## src/hw/rtl/bsb_div.sv

```systemverilog
// ============================================================================
// bsb_div
// Pipelined restoring divider, STEP quotient bits per register stage (fewer in the last
// stage when QUOT_W is not a multiple of STEP).
module bsb_div #(
   parameter int DVS_W  = 17,
   parameter int QUOT_W = 17,
   parameter int STEP   = 4
) (
   input  logic                      clock,
   input  logic                      enable,
   input  logic [QUOT_W+DVS_W-1:0]   dividend,
   input  logic [DVS_W-1:0]          divisor,
   output logic [QUOT_W-1:0]         quotient
);

   localparam int NSTG = (QUOT_W + STEP - 1) / STEP;

   logic [DVS_W-1:0]  rem_ff  [NSTG];
   logic [QUOT_W-1:0] rest_ff [NSTG];
   logic [QUOT_W-1:0] quot_ff [NSTG];
   logic [DVS_W-1:0]  dvs_ff  [NSTG];

   for (genvar s = 0; s < NSTG; s++) begin : gen_stg
      localparam int NB = (QUOT_W - s * STEP < STEP) ? (QUOT_W - s * STEP) : STEP;

      logic [DVS_W-1:0]  src_rem;
      logic [QUOT_W-1:0] src_rest;
      logic [QUOT_W-1:0] src_quot;
      logic [DVS_W-1:0]  src_dvs;
      logic [DVS_W-1:0]  rem_in;
      logic [QUOT_W-1:0] rest_in;
      logic [QUOT_W-1:0] quot_in;

      if (s == 0) begin : g_first
         assign src_rem  = dividend[QUOT_W+DVS_W-1:QUOT_W];
         assign src_rest = dividend[QUOT_W-1:0];
         assign src_quot = '0;
         assign src_dvs  = divisor;
      end else begin : g_next
         assign src_rem  = rem_ff[s-1];
         assign src_rest = rest_ff[s-1];
         assign src_quot = quot_ff[s-1];
         assign src_dvs  = dvs_ff[s-1];
      end

      always_comb begin
         logic [DVS_W:0] r2;
         rem_in  = src_rem;
         rest_in = src_rest;
         quot_in = src_quot;
         for (int b = 0; b < NB; b++) begin
            r2      = {rem_in, rest_in[QUOT_W-1]};
            rest_in = {rest_in[QUOT_W-2:0], 1'b0};
            if (r2 >= {1'b0, src_dvs}) begin
               r2      = r2 - {1'b0, src_dvs};
               quot_in = {quot_in[QUOT_W-2:0], 1'b1};
            end else begin
               quot_in = {quot_in[QUOT_W-2:0], 1'b0};
            end
            rem_in = r2[DVS_W-1:0];
         end
      end

      always_ff @(posedge clock) begin
         if (enable) begin
            rem_ff[s]  <= rem_in;
            rest_ff[s] <= rest_in;
            quot_ff[s] <= quot_in;
            dvs_ff[s]  <= src_dvs;
         end
      end
   end

   assign quotient = quot_ff[NSTG-1];

endmodule
```

## config.mk

```make
export PLATFORM = sky130hd
export DESIGN_NAME = bsb_div
export DESIGN_NICKNAME = d
export VERILOG_FILES = /design/src/hw/rtl/bsb_div.sv
export SDC_FILE = /design/constraint.sdc
export NUM_CORES = 1
export LEC_CHECK = 0
export BUFFER_PORTS_ARGS = -buffer_cell sky130_fd_sc_hd__buf_4
export CAP_MARGIN = 20
export CORE_ASPECT_RATIO = 1.5
export CORE_UTILIZATION = 69
export CTS_CLUSTER_DIAMETER = 150
export DETAILED_ROUTE_END_ITERATION = 6
export GPL_TIMING_DRIVEN = 0
export PLACE_DENSITY_LB_ADDON = 0.05
export SYNTH_ARGS = -nofsm -noshare
export SYNTH_HDL_FRONTEND = slang
export SYNTH_SLANG_ARGS = --single-unit
```

## constraint.sdc

```tcl
create_clock -name clock -period 19 [get_ports clock]
set_input_delay 2.85 -clock clock [delete_from_list [all_inputs] [get_ports clock]]
set_output_delay 2.85 -clock clock [all_outputs]
set_load 0.01 [all_outputs]
```

==> flow_summary.ini, run 1 <==
[critical_path]
r2r_cells = 50
cp_common_cell = a21oi_1
crit_path_start_kind = input port
timing.critical_path.max_delay_family = compound AO/OA/AOI/OAI gates
cp_data_required_time_ps = 19290
setup.worst_path.class = in2reg
rrSetupSlack_ps = 5880
cp.arrival_ps = 15090
crit_slowest_cell = a21oi_1
kind_of_end_point_of_the_critical_path = flop
r2r_start = dvs_ff[0][0]
worst-path-max-fanout = 10
worst-path-buf-inv = 9
crit-reg2reg-capture = rem_ff[0][33]
critPathMaxStageDelay_ps = 730

[sta]
setup_total_negative_slack_ps = 0
worst_slew_margin_rel_pct = 30.2
setup_skew_ps = 19.9
setup_viol = 0
final-hold-violation-count = 0
max_freq_mhz = 67.6
report.final.slew_viol_count = 0
grt_setup_unrepaired = false
final.min_clock_period_ps = 14800
worst_pin_slew_ps = 1040
finalCritPeriodShare_pct = 77.9

[grt]
grt_antenna_before_repair = 0
global_route.overflow_total = 0
grt_first_pass_wirelength_um = 104000
grt_pass1_vias = 20500
grt_util_all_layers_pct = 39.3
grt_start_max_net_pins = 119

[clock_tree]
cts_buffers = 22
post_cts_repair_resize_count = 0
cts_hold_buf = 0
clkSlewWorstSetupHoldPaths_ps = 60
clk_root_buffer_cell = clkbuf_16
insertion_delay_ps = 540
cts_max_path_buffers = 3
tritoncts = done
cts_setup_buffers = 0
htree_num_levels = 1
cts_num_sinks = 221

[logic_synthesis]
synth_sequential_area_ratio_pct = 28.6
synth-edff-count = 221
synth_async_sr_flop_share_pct = 0
ys_seq_elements = 221
synth_ff_type = edfxtp_1
syn_nets = 2907
postSynthAreaPerCell_sq_um = 9.11
synth_cell_types = 89
mappedNetlistArea_sq_um = 23200
yosysWarningCount = 0
synthesis.instances = 2549

[outcome]
violations_in_the_final_reports = design-rule violations
status = finished, violations left

[detailed_routing]
drc = 1
totalWireLength_um = 66300
wl_per_cell_um = 21.6
postRouteAntennaNets = 0
post_drt_via_cell_ratio = 6.70
vias = 20600
detailedRoute.firstIterationViolations = 1459
firstDrtPassIters = 7

[flow_run]
timing.max_cap.violations = 0

[place]
place_congestion = 1.05
hpwlAfterDp_um = 52500
buffer_ports.inserted = 69

[floorplanning]
core.rowCount = 81
dieHeight_um = 227
fp.dieArea_sq_um = 34400
placeableCoreArea_sq_um = 32800
ios = 70
floorplan.initialDensity_pct = 70.7
die_width_um = 152

[final_layout]
layout_commonest_cell = ha_1
finish.net_count = 3001
antenna-diode-count = 0
post_route_cells_drive_above_1_share_pct = 10.8
final_cell_mix = ha_1 (289), edfxtp_1 (221), a21oi_1 (210)
area_growth_pct = 7.66

[hold_path]
worstHoldPathCells = 0
worstHoldEndpoint = quot_ff[0][74]
worstHoldStart = quot_ff[0][56]
min_path_type = reg2reg
-- synthesized netlist by cell type (39+ instances only) --
| master | n | area (sq um) |
|---|---|---|
| a21o_1 | 94 | 706 |
| a21oi_1 | 210 | 1050 |
| edfxtp_1 | 221 | 6640 |
| ha_1 | 289 | 3620 |
| inv_1 | 187 | 702 |
| mux2_2 | 103 | 1160 |
| nand2_1 | 182 | 683 |
| nand3_1 | 39 | 195 |
| nor2_1 | 194 | 728 |
| nor2b_1 | 48 | 300 |
| nor3_1 | 47 | 235 |
| o21ai_0 | 158 | 791 |
| xnor2_1 | 128 | 1120 |
| xor2_1 | 66 | 578 |
-- stage by stage --
step | setup WS [ps] | utilization (%) | instance area, sq um | hold slack (ps) | instances
CTS | 4490 | 76.1 | 25000 | 418 | 3072
global placement | 4170 | 73.9 | 24300 | 402 | 3033
floorplan | 6440 | - | 23200 | 400 | 2549
detailed placement | 4020 | 74.0 | 24300 | 405 | 3034
finish | 4200 | 76.1 | 25000 | 419 | 3072
global route | 3370 | 76.1 | 25000 | 422 | 3072
-- metal layers --
layer	GRT usage [%]	part of all wire [%]	wire length, um
met4	33.1	9.7	6400
met2	66.6	48	31600
met3	7.42	6.6	4400
met1	41.6	36	23800
met5	0	0	0
-- state kept, by name, indices dropped and copies added, names as in the netlist --
register	flops
dvs_ff	68
quot_ff	57
rem_ff	68
rest_ff	28
-- how the worst max path moves through the flow --
stage / cells after the start / slack [ps] / start / endpoint
after floorplan: 45 / 6440 / dividend[16] / rem_ff[0][12]
after global placement: 46 / 4170 / divisor[1] / rem_ff[0][11]
after detailed placement: 46 / 4020 / divisor[1] / rem_ff[0][1]
after CTS: 46 / 4490 / divisor[1] / rem_ff[0][1]
after global routing: 48 / 3370 / dividend[16] / rem_ff[0][1]
final: 46 / 4200 / divisor[1] / rem_ff[0][1]
-- layout make-up --
class	instances	area (sq um)
Multi-Input combinational cell	2093	15600
Fill cell	2345	7840
Sequential cell	221	6640
Inverter	191	717
Clock buffer	24	579
Timing Repair Buffer	70	553
Tap cell	415	519
Buffer	44	228
Clock inverter	14	128
-- logic make-up (layout without fill, tap and decap cells) --
logic type | Yosys count | in the layout | share of synthesized area, %
AND/OR/NAND/NOR | 697 | 697 | 14.6
multiplexers | 150 | 150 | 7.36
adder cells (fa/ha/maj) | 305 | 305 | 17.0
XOR/XNOR | 194 | 194 | 7.32
flip-flops | 221 | 221 | 28.6
AO/OA/AOI/OAI | 747 | 747 | 21.2
buffers and inverters | 235 | 343 | 4.07
Power of run 1 is not shown: default switching activity piles up to over one toggle a cycle in this logic, so the estimate is an artifact.
==> run 2, diff against run 1 <==
--- a/config.mk
+++ b/config.mk
@@ -8,7 +8,7 @@
 export BUFFER_PORTS_ARGS = -buffer_cell sky130_fd_sc_hd__buf_4
 export CAP_MARGIN = 20
 export CORE_ASPECT_RATIO = 1.5
-export CORE_UTILIZATION = 69
+export CORE_UTILIZATION = 59
 export CTS_CLUSTER_DIAMETER = 150
 export DETAILED_ROUTE_END_ITERATION = 6
 export GPL_TIMING_DRIVEN = 0
==> constraint.sdc (replaced) <==
create_clock -name clock -period 13.46 [get_ports clock]
set_input_delay 2.019 -clock clock [delete_from_list [all_inputs] [get_ports clock]]
set_output_delay 2.019 -clock clock [all_outputs]
set_load 0.01 [all_outputs]
==> flow_summary.ini, run 2 (synthesized netlist as in run 1, its figures left out) <==
[outcome]
status = complete, no violations

[critical_path]
worst-path-max-fanout = 10
r2r_start = dvs_ff[0][17]
rrSetupSlack_ps = 850
cp_data_required_time_ps = 13730
timing.critical_path.from = divisor[1]
kind_of_end_point_of_the_critical_path = flop
crit_slowest_cell = fa_1
setup.worst_path.class = in2reg
crit_path_start_kind = input port
crit-reg2reg-capture = rem_ff[0][42]
critPathMaxStageDelay_ps = 520
cp.arrival_ps = 13230
r2r_cells = 43

[grt]
grt_util_all_layers_pct = 32.4
grt_antenna_before_repair = 1
grt_start_max_net_pins = 128
grt_first_pass_wirelength_um = 102000
grt_pass1_vias = 19900
global_route.overflow_total = 0

[sta]
setup_total_negative_slack_ps = 0
final.min_clock_period_ps = 12950
max_freq_mhz = 77.2
worst_slew_margin_rel_pct = 36.9
setup_viol = 0
finalCritPeriodShare_pct = 96.2
worst_pin_slew_ps = 922
final.setup.worst_slack_ps = 507
report.final.slew_viol_count = 0
setup_skew_ps = 27.3
final-hold-violation-count = 0

[clock_tree]
insertion_delay_ps = 560
clk_root_buffer_cell = clkbuf_16
cts_buffers = 24
cts_hold_buf = 0
htree_num_levels = 1
clkSlewWorstSetupHoldPaths_ps = 60
cts_num_sinks = 221
cts_max_path_buffers = 3
tritoncts = done

[floorplanning]
placeableCoreArea_sq_um = 38600
die_width_um = 164
ios = 70
dieHeight_um = 245
fp.dieArea_sq_um = 40200
floorplan.initialDensity_pct = 60.1
core.rowCount = 88

[detailed_routing]
drc = 0
detailedRoute.firstIterationViolations = 1451
post_drt_via_cell_ratio = 6.32
postRouteAntennaNets = 0
vias = 20000
firstDrtPassIters = 7
totalWireLength_um = 64800
wl_per_cell_um = 20.5

[final_layout]
postLayoutCoreUtil_pct = 65.5
finish.net_count = 3006
layout_commonest_cell = ha_1
final_cells = 3161
final_cell_mix = ha_1 (289), edfxtp_1 (221), a21oi_1 (208)
area_growth_pct = 9.07
multi_input_logic_area_sq_um = 15700
post_route_cells_drive_above_1_share_pct = 11.5
largestRegisters = dvs_ff: 68 flops, rem_ff: 68 flops, quot_ff: 57 flops
fillerInstances = 3241
area.sequential_sq_um = 6640

[hold_path]
worstHoldEndpoint = rest_ff[0][29]
min_path_type = reg2reg
worstHoldStart = rest_ff[0][9]
worstHoldPathCells = 0

[place]
hpwlAfterDp_um = 52500
numPlacedInstances = 3114
place_congestion = 0.981
buffer_ports.inserted = 69
detailedPlace.worstSlack_ps = -913

[flow_run]
timing.max_cap.violations = 0
==> run 2: cell types whose count changed in the layout (fill, tap and decap cells not counted), moves of 3 or more <==
cell,delta
buf_4,+4
bufinv_16,+3
clkinv_2,-3
clkbuf_2,+4
clkbuf_1,-3
==> run 2: worst max-delay path: cells and delay by family <==
family          cells  cell delay [ps]
mux                 3              950
buf+inv            10             1880
fa+ha+maj           4             1770
compound gates     24             5600
simple gates        8              960
==> run 2: worst max-delay path by stage <==
stage / end / slack [ps] / cells after the start
floorplan: rem_ff[0][12] / 1730 / 45
global placement: rem_ff[0][1] / -750 / 46
detailed placement: rem_ff[0][1] / -910 / 46
CTS: rem_ff[0][1] / 140 / 46
global route: rem_ff[0][59] / -10 / 47
finish: rem_ff[0][10] / 510 / 49
==> run 2: cell type report <==
cell class	instances	share of cell area, %
Timing Repair Buffer	74	2.30
Clock inverter	15	0.874
Clock buffer	28	2.51
Inverter	191	2.83
Tap cell	495	2.45
Buffer	43	0.904
Sequential cell	221	26.2
Multi-Input combinational cell	2093	61.9
Antenna cell	1	0.00988
==> run 2: routing by layer <==
metal	track usage (%)	routed length, um	part of all wire (%)
met2	58.8	32700	50
met3	2.65	2670	4.1
met4	18.4	3870	6.0
met1	37.0	25600	39
met5	0	0	0
==> run 2: repair_timing <==
item                                    4_1_cts  5_1_grt
endpoints found under the setup margin       17       43
gates cloned                                  0        0
endpoints found under the hold margin         0        0
pin swaps                                     0        1
setup buffers                                 0        4
resized for setup                             3       13
==> run 2: per-stage QoR <==
stage	hold WS (ps)	area, sq um
after floorplan	400	23200
after global placement	401	24400
after detailed placement	405	24400
after CTS	412	25300
after global routing	418	25300
final	413	25300
Power of run 2 is left out for the same reason.
==> run 3, diff against run 2 <==
--- a/config.mk
+++ b/config.mk
@@ -13,6 +13,7 @@
 export DETAILED_ROUTE_END_ITERATION = 6
 export GPL_TIMING_DRIVEN = 0
 export PLACE_DENSITY_LB_ADDON = 0.05
+export RECOVER_POWER = 25
 export SYNTH_ARGS = -nofsm -noshare
 export SYNTH_HDL_FRONTEND = slang
 export SYNTH_SLANG_ARGS = --single-unit
==> flow_summary.ini, run 3 (synthesized netlist as in run 1, its figures left out) <==
[outcome]
status = complete, no violations

[sta]
final.min_clock_period_ps = 12950
report.final.slew_viol_count = 0
worst_slew_margin_rel_pct = 36.9
final-hold-violation-count = 0
max_freq_mhz = 77.2
setup_skew_ps = 27.3
setup_viol = 0
setup_total_negative_slack_ps = 0
worst_pin_slew_ps = 922
finalCritPeriodShare_pct = 96.2

[detailed_routing]
wl_per_cell_um = 20.5
drc = 0
postRouteAntennaNets = 0
totalWireLength_um = 64800
vias = 20000
post_drt_via_cell_ratio = 6.32
firstDrtPassIters = 6
detailedRoute.firstIterationViolations = 1449

[floorplanning]
floorplan.initialDensity_pct = 60.1
ios = 70
placeableCoreArea_sq_um = 38600
die_width_um = 164
core.rowCount = 88
dieHeight_um = 245
fp.dieArea_sq_um = 40200

[critical_path]
rrSetupSlack_ps = 850
kind_of_end_point_of_the_critical_path = flop
critPathMaxStageDelay_ps = 520
r2r_cells = 43
cp.arrival_ps = 13220
worst-path-max-fanout = 10
setup.worst_path.class = in2reg
r2r_start = dvs_ff[0][17]
crit_path_start_kind = input port
crit-reg2reg-capture = rem_ff[0][42]
crit_slowest_cell = fa_1
cp_data_required_time_ps = 13730

[grt]
grt_pass1_vias = 19900
global_route.overflow_total = 0
grt_first_pass_wirelength_um = 102000
grt_util_all_layers_pct = 32.4
grt_antenna_before_repair = 1
grt_start_max_net_pins = 128

[clock_tree]
cts_buffers = 24
clkSlewWorstSetupHoldPaths_ps = 60
cts_max_path_buffers = 3
clk_root_buffer_cell = clkbuf_16
htree_num_levels = 1
cts_num_sinks = 221
tritoncts = done
insertion_delay_ps = 560

[final_layout]
largestRegisters = dvs_ff: 68 flops, rem_ff: 68 flops, quot_ff: 57 flops
final_cells = 3161
fillerInstances = 3241
area_growth_pct = 9.05
layout_commonest_cell = ha_1
post_route_cells_drive_above_1_share_pct = 11.4
finish.net_count = 3006
final_cell_mix = ha_1 (289), edfxtp_1 (221), a21oi_1 (208)

[place]
buffer_ports.inserted = 69
place_congestion = 0.981
hpwlAfterDp_um = 52500
numPlacedInstances = 3114

[hold_path]
worstHoldStart = rest_ff[0][9]
worstHoldPathCells = 0
worstHoldEndpoint = rest_ff[0][29]
min_path_type = reg2reg

[flow_run]
timing.max_cap.violations = 0
## run 3: cell count changes in the layout (fill, tap and decap cells not counted), sizes merged
cell and delta:
buf -8, clkbuf +8
## run 3: stage by stage
| step | hold WS, ps | utilization, % | worst slack, ps | instance area [sq um] |
|---|---|---|---|---|
| 2_1_floorplan | 400 | - | 1730 | 23200 |
| 3_3_place_gp | 401 | 63.0 | -753 | 24400 |
| 3_5_place_dp | 405 | 63.1 | -913 | 24400 |
| 4_1_cts | 412 | 65.4 | 142 | 25300 |
| 5_1_grt | 418 | 65.5 | -13.9 | 25300 |
| 6_report | 413 | 65.5 | 513 | 25300 |
## run 3: repair_timing
item / CTS / global route
pin swaps: 0 / 1
hold buffers: 0 / 0
resized for setup: 3 / 13
buffers inserted: 0 / 4
setup endpoints to repair: 17 / 43
## run 3: area by class of cell
cell class                      count  area, sq um  area share [%]
Antenna cell                        1         2.50         0.00988
Buffer                             43          229           0.904
Clock buffer                       28          637            2.52
Clock inverter                     15          221           0.875
Inverter                          191          717            2.83
Multi-Input combinational cell   2093        15700            61.9
Sequential cell                   221         6640            26.2
Tap cell                          495          619            2.45
Timing Repair Buffer               74          579            2.29
## run 3: how the worst max path moves through the flow
stage	from	cells after the start	slack, ps	to
final	divisor[1]	49	510	rem_ff[0][10]
after detailed placement	divisor[1]	46	-910	rem_ff[0][1]
after global routing	dvs_ff[0][35]	47	-10	rem_ff[0][59]
after CTS	divisor[1]	46	140	rem_ff[0][1]
after global placement	divisor[1]	46	-750	rem_ff[0][1]
after floorplan	dividend[16]	45	1730	rem_ff[0][12]
## run 3: metal layers
layer / global-route usage (%) / routed length [um]
met2: 58.8 / 32700
met5: 0 / 0
met1: 37.0 / 25500
met3: 2.65 / 2760
met4: 18.4 / 3840
## run 3: worst max-delay path: cells and delay by family
| kind | cells | cell delay (ps) |
|---|---|---|
| buffers and inverters | 10 | 1880 |
| adder cells (fa/ha/maj) | 4 | 1770 |
| AO/OA/AOI/OAI | 24 | 5600 |
| AND/OR/NAND/NOR | 8 | 960 |
| multiplexers | 3 | 950 |
Power of run 3 is left out for the same reason.
